[src/hdl/wsp_pkg.sv]
`timescale 1ns / 1ps
`default_nettype none

package wsp_pkg;

	localparam int COORD_W  = 12;
	localparam int FRAC_W   = 8;
	localparam int CH_W     = 8;
	localparam int N_CH     = 3;
	localparam int PIX_W    = N_CH * CH_W;
	localparam int S_DATA_W = 48;
	localparam int M_DATA_W = 32;

	localparam int DEF_MATRIX_WIDTH  = 16;
	localparam int DEF_MATRIX_HEIGHT = 16;

	localparam logic REQ_PLOT = 1'b0;
	localparam logic REQ_READ = 1'b1;

	localparam logic [1:0] CORNER_LAST = 2'd3;

	typedef enum logic {
		ST_CLEAR,
		ST_RUN
	} state_t;

	typedef struct packed {
		logic wr;
		logic last;
		logic is_read;
		logic oor;
		logic fwd_hit;
	} s2_ctrl_t;

endpackage

`default_nettype wire

[src/hdl/wsp_weight_calc.sv]
`timescale 1ns / 1ps
`default_nettype none

module wsp_weight_calc
	import wsp_pkg::*;
(
	input  wire logic [FRAC_W-1:0] frac_x,
	input  wire logic [FRAC_W-1:0] frac_y,
	input  wire logic [1:0]        corner,
	output logic      [CH_W-1:0]   weight
);

	logic [FRAC_W-1:0]   xx, yy, a, b;
	logic [2*FRAC_W-1:0] prod;
	logic [2*FRAC_W:0]   sum;

	always_comb begin
		// f*255/256 rounded down is f-1 for nonzero f
		xx   = (frac_x == '0) ? '0 : frac_x - FRAC_W'(1);
		yy   = (frac_y == '0) ? '0 : frac_y - FRAC_W'(1);
		a    = corner[0] ? xx : ~xx;
		b    = corner[1] ? yy : ~yy;
		prod = a * b;
		sum  = {1'b0, prod} + (2*FRAC_W+1)'(a) + (2*FRAC_W+1)'(b);
		weight = sum[FRAC_W +: CH_W];
	end

endmodule

`default_nettype wire

[config.mk]
export PLATFORM = sky130hd
export DESIGN_NAME = wsp_weight_calc
export DESIGN_NICKNAME = d
export VERILOG_FILES = /design/src/hdl/wsp_pkg.sv /design/src/hdl/wsp_weight_calc.sv
export SDC_FILE = /design/constraint.sdc
export NUM_CORES = 1
export LEC_CHECK = 0
export BUFFER_PORTS_ARGS = -buffer_cell sky130_fd_sc_hd__buf_4
export CAP_MARGIN = 40
export CORE_MARGIN = 2
export CORE_UTILIZATION = 30
export DETAILED_ROUTE_END_ITERATION = 6
export GPL_TIMING_DRIVEN = 0
export SYNTH_ARGS = -nofsm -noshare
export SYNTH_HDL_FRONTEND = slang
export SYNTH_SLANG_ARGS = --single-unit
[constraint.sdc]
create_clock -name vclk -period 9.2
set_input_delay 1.84 -clock vclk [all_inputs]
set_output_delay 1.84 -clock vclk [all_outputs]
set_load 0.01 [all_outputs]
==> reports/metrics.yaml <==
detailed_routing:
  drc: 0
  avgRoutedWirePerCell_microns: 12.8
  via_count: 2390
  route.antenna.remaining_nets: 0
  postRouteWirelength_microns: 6530
  viasPerCell: 4.69
  detailedRoute.firstIterationViolations: 105
  drtPass1Iterations: 4
yosys:
  synth.top_cells.by_area: "fa_1 33%, ha_1 20%, inv_1 7.6%"
  synth_common_cells: "58 x inv_1, 56 x nor2_1, 48 x fa_1"
  seq_area_frac_synth_pct: 0
  synth.largest_area_cell: "fa_1"
  synth_top_cell_area_share_pct: 33.4
  synthesized_instance_count: 336
  netlist_area_sq_mm: 0.00288
  avgSynthCellArea_sq_um: 8.56
  synthesis.yosys.warnings: 0
  post-synth-top-count-cell: "inv_1"
  netlist-cell-type-count: 41
  synth_nets: 449
worst_setup_path:
  timing.critical_path.slowest_stage_cell: "or4_4"
  cp_data_required_time_ns: 7.36
  critical-path-top-delay-family: "adder cells"
  ordered_list_of_cells_on_the_worst_path: "buf_6 > or4_4 > or3_4 > a22o_4 > xor2_4 > or2_1 > fa_1 > fa_1 > inv_1 > fa_1 > fa_1 > inv_2 > fa_1 > inv_1 > ha_2 > o21ai_2 > nand2b_4 > a31oi_4 > or3_1 > nand3_1 > buf_4"
  cp.arrival_ns: 7.34
  worstSetupStartpointType: "input port"
  cpMostUsedCell: "fa_1"
  worst-path-max-fanout: 5
  worstSetupPathType: "in -> out"
  count_of_buffer_and_inverter_cells_on_the_critical_path: 5
  max_stage_delay_ns: 0.57
  timing.critical_path.to_type: "primary output"
grt:
  grt-busiest-layer: "met2"
  global_route.usage.met1_pct: 19.0
  met3_usage_pct: 0.342
  number_of_antenna_violations_at_the_first_check_in_global_routing: 0
  globalRouteOverflowTotal: 0
  global_route.usage.met2_pct: 24.0
  grt_pass1_vias: 2394
  grt_use_total_pct: 13.4
  grt_start_max_net_pins: 11
  grt_first_pass_wirelength_microns: 11400
die:
  floorplan.die_area_sq_mm: 0.0104
  core_sq_mm: 0.00928
  floorplan.initialDensity_pct: 31.0
  die-width_microns: 102
  placementRows: 35
  die_h_microns: 102
  pin_count: 26
final_layout:
  areaGrowthSynthToFinish_pct: 25.8
  final_util_pct: 39.0
  numSequentialCells: 0
  seqCellArea_sq_um: 0
  antenna-diode-count: 0
  final.clkbuf_count: 0
  drive_above_1_share_pct: 23.1
  nets: 496
  num-fill-cells: 991
min_path:
  worstHoldPathType: "in -> out"
timing:
  grt_setup_unrepaired: "yes"
  fin_crit_sh_pct: 99.8
  worstMarginPinSlew_ns: 0.934
  finalWorstPathRequiredPeriod_ns: 9.18
  max_freq_ghz: 0.109
  worst_slew_margin_rel_pct: 37.3
  finalSetupViolCount: 0
  fin_worst_hold_slack_ns: 4.86
  timing_max_transition_violations_final: 0
  hold_viol_final: 0
place:
  gpl.final_weighted_congestion: 0.810
  detailed_place_hpwl_microns: 5010
  portBuffers: 24
clock_network:
  cts-hold-fix-buffers: 0
status:
  status: "completed"
run:
  max_cap_violations: 0
-- stage by stage --
step | area (sq um) | setup WS [ns] | instances | TNS, ns
floorplan | 2880 | 0.0501 | 336 | 0
global placement | 3220 | -0.908 | 489 | -5.60
detailed placement | 3240 | -0.783 | 492 | -4.69
CTS | 3510 | -0.0431 | 505 | -0.0738
global route | 3620 | -0.209 | 510 | -1.15
finish | 3620 | 0.0204 | 510 | 0
-- metal layers --
metal / vias to the layer above / part of all wire [%]
li1: 1170 / -
met1: 1185 / 46
met2: 35 / 51
met3: 0 / 2.8
met4: 0 / 0
met5: - / 0
-- area by class of cell --
cell class | instances | area [sq um] | share of cell area [%]
Timing Repair Buffer | 46 | 357 | 9.85
Inverter | 58 | 218 | 6.01
Buffer | 3 | 12.5 | 0.346
Multi-Input combinational cell | 274 | 2870 | 79.3
Tap cell | 129 | 161 | 4.46
-- cells by family (layout without fill, tap and decap cells) --
group	after synthesis	count (layout)	synth area share (%)
compound gates	27	27	5.96
xor+xnor	27	27	9.26
fa+ha+maj	95	95	53.8
buf+inv	62	107	8.13
mux	7	7	2.43
simple gates	118	118	20.4
-- tightest hold or removal path: stages --
cell     delay [ns]
buf_4          0.10
mux2i_1        0.11
xnor2_2        0.26
nor2_1         0.16
fa_1           0.20
xnor2_1        0.14
xnor2_1        0.07
buf_4          0.14
-- path summary, 6_finish.rpt --
kind,startpoint,endpoint,slack [ns],cells past startpoint
max,frac_y[5],weight[4],0.02,21
min,frac_x[7],weight[7],4.86,8
-- layout by cell type, fill, tap and decap left out, types with 6 or more instances in the layout --
cell / Yosys / final
nand2b_1: 13 / 12
ha_1: 47 / 46
fa_1: 48 / 46
buf_4: 0 / 43
nor2_1: 56 / 55
or2_1: 8 / 8
mux2i_1: 7 / 7
nor3_1: 7 / 6
inv_1: 58 / 57
a21oi_1: 10 / 8
nand2_1: 9 / 8
xnor2_2: 2 / 7
xnor2_1: 15 / 9
-- repair_timing --
| item | 4_1_cts | 5_1_grt |
|---|---|---|
| pin swaps | 21 | 9 |
| resized for setup | 32 | 14 |
| cloned | 0 | 0 |
| buffers inserted | 14 | 6 |
| endpoints found under the setup margin | 8 | 8 |
Power is left out: the tool's default activity adds up to more than one toggle a clock period on the data nets, which glitch-free logic cannot reach.
