`src/hdl/wsp_pkg.sv`:
```
`timescale 1ns / 1ps
`default_nettype none

package wsp_pkg;

	localparam int COORD_W  = 12;
	localparam int FRAC_W   = 8;
	localparam int CH_W     = 8;
	localparam int N_CH     = 3;
	localparam int PIX_W    = N_CH * CH_W;
	localparam int S_DATA_W = 48;
	localparam int M_DATA_W = 32;

	localparam int DEF_MATRIX_WIDTH  = 16;
	localparam int DEF_MATRIX_HEIGHT = 16;

	localparam logic REQ_PLOT = 1'b0;
	localparam logic REQ_READ = 1'b1;

	localparam logic [1:0] CORNER_LAST = 2'd3;

	typedef enum logic {
		ST_CLEAR,
		ST_RUN
	} state_t;

	typedef struct packed {
		logic wr;
		logic last;
		logic is_read;
		logic oor;
		logic fwd_hit;
	} s2_ctrl_t;

endpackage

`default_nettype wire

```
`src/hdl/wsp_pixel_blend.sv`:
```
`timescale 1ns / 1ps
`default_nettype none

module wsp_pixel_blend
	import wsp_pkg::*;
(
	input  wire s2_ctrl_t            ctrl,
	input  wire logic [PIX_W-1:0]    ram_data,
	input  wire logic [PIX_W-1:0]    fwd_data,
	input  wire logic [CH_W-1:0]     weight,
	input  wire logic [PIX_W-1:0]    colour,
	output logic      [PIX_W-1:0]    wr_data,
	output logic      [M_DATA_W-1:0] res_word
);

	logic [PIX_W-1:0]  base;
	logic [PIX_W-1:0]  shown;
	logic [2*CH_W-1:0] prod;
	logic [CH_W:0]     sum;

	always_comb begin
		base = ctrl.fwd_hit ? fwd_data : ram_data;
		wr_data = '0;
		for (int c = 0; c < N_CH; c++) begin
			prod = colour[c*CH_W +: CH_W] * weight;
			sum  = {1'b0, base[c*CH_W +: CH_W]} + {1'b0, prod[CH_W +: CH_W]};
			wr_data[c*CH_W +: CH_W] = sum[CH_W] ? {CH_W{1'b1}} : sum[CH_W-1:0];
		end
		shown = (ctrl.is_read && !ctrl.oor) ? base : '0;
		// word: red, green, blue from the low byte up, then out of range
		res_word = {{(M_DATA_W-PIX_W-1){1'b0}}, ctrl.is_read & ctrl.oor,
			shown[CH_W-1:0], shown[CH_W +: CH_W], shown[2*CH_W +: CH_W]};
	end

endmodule

`default_nettype wire

```
`config.mk`:
```
export PLATFORM = sky130hd
export DESIGN_NAME = wsp_pixel_blend
export DESIGN_NICKNAME = d
export VERILOG_FILES = /design/src/hdl/wsp_pkg.sv /design/src/hdl/wsp_pixel_blend.sv
export SDC_FILE = /design/constraint.sdc
export NUM_CORES = 1
export LEC_CHECK = 0
export ABC_AREA = 1
export BUFFER_PORTS_ARGS = -buffer_cell sky130_fd_sc_hd__buf_4
export CAP_MARGIN = 0
export CORE_MARGIN = 2
export CORE_UTILIZATION = 55
export DETAILED_ROUTE_END_ITERATION = 8
export GPL_TIMING_DRIVEN = 0
export PLACE_DENSITY = 0.78
export SLEW_MARGIN = 20
export SYNTH_ARGS = -nofsm -noshare
export SYNTH_HDL_FRONTEND = slang
export SYNTH_SLANG_ARGS = --single-unit
```
`constraint.sdc`:
```
create_clock -name vclk -period 6.9
set_clock_uncertainty 0.05 [all_clocks]
set_input_delay 1.38 -clock vclk [all_inputs]
set_output_delay 1.38 -clock vclk [all_outputs]
set_load 0.03 [all_outputs]
```
==> results of run 1 <==
[final cells by class]
cell class,count,area [um^2]
Buffer,48,573
Fill cell,1131,3400
Inverter,361,1360
Multi-Input combinational cell,895,7570
Tap cell,184,230
Timing Repair Buffer,166,1460
[layer usage]
layer	vias up	GRT usage (%)	routed length, um
li1	4152	-	-
met1	3865	34.0	9070
met2	240	52.5	11200
met3	36	3.54	1400
met4	0	6.59	570
met5	-	0	0
[report_power, final]
group	internal, W	switching, W
Combinational	0.00249	0.00309
Clock	0	0
Sequential	0	0
Total	0.00249	0.00309
[stage by stage]
step	TNS (ns)	worst slack, ns	hold slack [ns]	utilization [%]	total power [W]
CTS	-13.35	-0.631	3.06	74.9	0.00526
global placement	-19.88	-0.910	3.06	69.9	0.00452
detailed placement	-21.19	-0.937	3.05	69.9	0.00458
global route	-18.81	-0.838	3.07	76.7	0.00608
finish	-13.96	-0.616	3.05	76.7	0.00559
floorplan	-4.64	-0.227	2.87	-	0.00354
[worst paths after layout]
check | slack [ns] | cells past startpoint | end
worst max-delay path | -0.62 | 27 | wr_data[21]
worst min-delay path | 3.05 | 4 | res_word[24]
[cells in the final DEF, fill, tap and decap left out, types with 8 or more instances in the layout]
master,Yosys,routed
xnor2_1,9,8
fa_2,0,9
buf_6,1,29
nand2_2,6,33
nand2_4,1,27
a21oi_1,53,41
nand3_1,46,37
clkbuf_8,0,10
fa_1,108,99
a21o_1,8,8
ha_4,0,24
buf_4,8,140
nor2_1,36,34
a21oi_2,3,12
ha_1,123,96
inv_1,358,334
nand2_1,426,373
clkbuf_16,0,10
inv_2,3,26
[cell families after synthesis]
family	count (synthesis)
adder cells (fa/ha/maj)	231
XOR/XNOR	21
buffers and inverters	409
AND/OR/NAND/NOR	538
AO/OA/AOI/OAI	98
other	1
[timing repair]
action / CTS / global route
buffers inserted: 44 / 10
resized for setup: 81 / 41
pin swaps: 60 / 16
setup endpoints to repair: 24 / 24
==> flow_summary.yaml, run 1 <==
global_route:
  grt_max_degree: 11
  grt_pass1_vias: 8601
  antenna_found_initial: 0
  track_usage_pct: 28.0
  overflow: 0
  grt_pass1_wl_mm: 37.8
critical_path:
  cp_top_family: "adder cells"
  cp_slowest_cell: "fa_1"
  crit_fanout: 6
  crit_arrival_ns: 6.09
  crit_top_cell: "fa_1"
  path_buf_inv: 11
  worstSetupPathType: "primary input to primary output"
  critPathLaunch: "weight[2]"
  end_kind: "primary output"
  crit_path_start_kind: "primary input"
  required_ns: 5.47
  slowest_delay_ns: 0.50
final_layout:
  fin_cells: 1654
  antennaDiodeCount: 0
  numSequentialCells: 0
  drive_above_1_share_pct: 26.6
  post-route-cell-area_mm2: 0.0112
  num-nets-final: 1788
  areaGrowthSynthToFinish_pct: 35.6
  clkbuf_count: 0
  regArea_um2: 0
hold_path:
  holdCritStartpoint: "ctrl[2]"
  hp-class: "primary input to primary output"
sta:
  grt_setup_unrepaired: "yes"
  clock.fmax_ghz: 0.133
  fin_crit_sh_pct: 109
  tightestPinTransition_ns: 0.814
  setup_viol: 24
  final_max_slew_viol_count: 0
  slew-limit-headroom_pct: 45.2
  postLayoutSetupSlackWorst_ns: -0.616
  fin_crit_ns: 7.52
  finalHoldViolations: 0
yosys:
  syn_area_mm2: 0.00825
  synth_compound_area_share_pct: 7.16
  netlist.area_leader.share_pct: 26.2
  synth-simple-area-share_pct: 26.1
  synth_most_common_cell: "nand2_1"
  ys_warn_count: 0
  synth_fa_ha_area_share_pct: 44.9
  synthMuxAreaShare_pct: 0
  synth_top_family_by_area: "adder cells"
  netlist.top_cell.by_area: "fa_1"
  yosysSeqAreaShare_pct: 0
  yosys-top-cells-area: "fa_1 (26%), nand2_1 (19%), ha_1 (19%), inv_1 (16%), a21oi_1 (3.2%)"
  yosys.area_share.xor_xnor_pct: 2.50
  yosysUniqueCellTypes: 35
  ys_top_cells_by_count: "nand2_1 (426), inv_1 (358), ha_1 (123)"
  synth_cells: 1298
  syn_area_per_cell_um2: 6.36
detailed_routing:
  firstDrtPassIters: 5
  drc: 0
  routed_via_density: 5.01
  routed-via-count: 8293
  totalWireLength_mm: 22.2
  postRouteAntennaNets: 0
  drtIter0Drc: 348
  post_drt_wl_per_cell_um: 13.4
floorplan:
  start_util_pct: 56.6
  die_x_um: 126
  core_mm2: 0.0146
  fp-row-count: 44
  ioPinCount: 141
  dieArea_mm2: 0.0160
  die_y_um: 126
placed_design:
  place_congestion: 0.887
  portBuffers: 113
  place_area_mm2: 0.0102
  place_inst: 1601
  dp_hpwl_mm: 17.8
outcome:
  status: "finished, violations left"
  violations: "setup timing"
job:
  drv_cap: 0
power_and_ir_drop:
  power_density_mw_per_mm2: 499
  peakVddDrop_v: 0.000801
  power_leakage_nw: 7.11
cts:
  ctsHoldBuffers: 0
No activity file was read; power rests on OpenSTA's default activity.
==> inputs of run 2 (changes only) <==
Settings changed: CORE_ASPECT_RATIO set to 1.5.
==> run 2 against run 1 <==
Against the previous run:
- the flow still finishes with violations (setup timing)
- critical path depth is 4 lower
- highest routed layer unchanged
- combinational power is 6.4% higher
- wire length is 7.1% higher
- first-iteration DRC count is 7.8% lower
- utilization is 1.8 points higher
- global-route usage is 1.8 points higher
- flip-flop and latch count stayed put
- power is 6.6% higher
- count of clock-buffer cells in the layout stayed put
==> flow_summary.yaml, run 2 (same netlist as run 1, synthesis figures left out) <==
outcome:
  status: "finished, violations left"
  violations: "setup timing"
global_route:
  antenna_found_initial: 0
  grt_pass1_vias: 9182
  grt_util_met3_pct: 2.67
  track_usage_pct: 29.8
  overflow: 0
  grt_use_met1_pct: 30.5
  grtUsageMet2_pct: 61.2
  grt_pass1_wl_mm: 40.0
  top_usage_layer: "met2"
  grt_max_degree: 11
final_layout:
  final_cell_mix: "nand2_1 (360), inv_1 (324), buf_4 (145), fa_1 (98), ha_1 (94)"
  clkbuf_count: 0
  nFillCells: 1109
  numSequentialCells: 0
  areaGrowthSynthToFinish_pct: 38.9
  final_common_cell: "nand2_1"
  antennaDiodeCount: 0
  regArea_um2: 0
  post-route-cell-area_mm2: 0.0115
  num-nets-final: 1796
  drive_above_1_share_pct: 29.6
floorplan:
  die_x_um: 104
  die_y_um: 154
  ioPinCount: 141
  fp-row-count: 54
  start_util_pct: 56.5
  core_mm2: 0.0146
  dieArea_mm2: 0.0160
hold_path:
  holdPathStages: 4
  min_to: "res_word[24]"
  hp-class: "primary input to primary output"
  holdCritStartpoint: "ctrl[2]"
critical_path:
  crit_arrival_ns: 6.14
  end_kind: "primary output"
  crit_path_start_kind: "primary input"
  crit_fanout: 8
  required_ns: 5.47
  worstSetupPathType: "primary input to primary output"
detailed_routing:
  routed_via_density: 5.07
  totalWireLength_mm: 23.8
  drc: 0
  post_drt_wl_per_cell_um: 14.2
  routed-via-count: 8482
  firstDrtPassIters: 5
  postRouteAntennaNets: 0
  drtIter0Drc: 321
sta:
  slew-limit-headroom_pct: 50.0
  clock.fmax_ghz: 0.132
  tightestPinTransition_ns: 0.742
  finalHoldViolations: 0
  fin_crit_sh_pct: 110
  fin_crit_ns: 7.57
  postLayoutSetupSlackWorst_ns: -0.665
  final_max_slew_viol_count: 0
  setup_viol: 24
  grt_setup_unrepaired: "yes"
placed_design:
  portBuffers: 113
  dp_hpwl_mm: 18.9
  post-place-ws_ns: -1.02
  place_congestion: 0.876
  place_area_mm2: 0.0102
power_and_ir_drop:
  power_leakage_nw: 7.19
  peakVddDrop_v: 0.00105
  power_density_mw_per_mm2: 520
job:
  drv_cap: 0
cts:
  ctsHoldBuffers: 0
## run 2: cell types whose count changed in the layout (fill, tap and decap cells not counted), sizes merged
cell,delta
buf,+6
clkbuf,+2
## run 2: per-layer routing
layer / vias up / share of wire (%)
met5: - / 0
met4: 0 / 4.4
met3: 64 / 4.5
met2: 260 / 55
met1: 4006 / 36
li1: 4152 / -
## run 2: area by class of cell
class | count | area, um^2 | share of cell area, %
inverters | 361 | 1360 | 11.9
multi-input cells | 895 | 7740 | 67.6
repair buffers | 174 | 1520 | 13.2
well taps | 196 | 245 | 2.14
plain buffers | 48 | 594 | 5.19
## run 2: critical path, stage by stage
cell,delay (ns)
buf_12,0.10
clkbuf_16,0.15
nand2_4,0.05
fa_1,0.50
fa_1,0.51
inv_2,0.04
fa_1,0.48
fa_1,0.58
ha_4,0.24
a21o_1,0.19
a21oi_2,0.17
o21ai_4,0.10
xor2_2,0.20
ha_2,0.22
inv_2,0.04
fa_2,0.41
inv_2,0.08
nand2_2,0.05
o211ai_1,0.16
buf_4,0.19
xnor2_2,0.12
nand2_4,0.06
buf_6,0.13
## run 2: how the worst max path moves through the flow
stage,end,start,slack (ns),cells after the start
floorplan,wr_data[7],weight[7],-0.23,25
global placement,wr_data[5],weight[0],-0.98,23
detailed placement,wr_data[2],weight[0],-1.02,23
CTS,wr_data[6],weight[5],-0.63,23
global route,wr_data[14],weight[4],-0.82,26
finish,wr_data[6],weight[2],-0.67,23
## run 2: where the power goes
group          internal, W  switching, W
Combinational      0.00264       0.00331
Sequential               0             0
Clock                    0             0
Total              0.00264       0.00331
## run 2: timing repair
item,CTS,global route
setup endpoints to repair,24,24
setup buffers,48,12
gates cloned,1,0
resized for setup,106,67
pin swaps,77,50
## run 2: per-stage QoR
stage	setup TNS, ns	utilization, %	hold WS (ns)	cells	total power, W
after floorplan	-4.64	-	2.87	1304	0.00354
after global routing	-18.36	78.5	3.03	1674	0.00641
after CTS	-13.70	75.9	3.02	1662	0.00547
after global placement	-21.05	70.0	3.02	1613	0.00456
after detailed placement	-21.72	70.0	3.02	1613	0.00465
final	-14.29	78.5	3.02	1674	0.00595
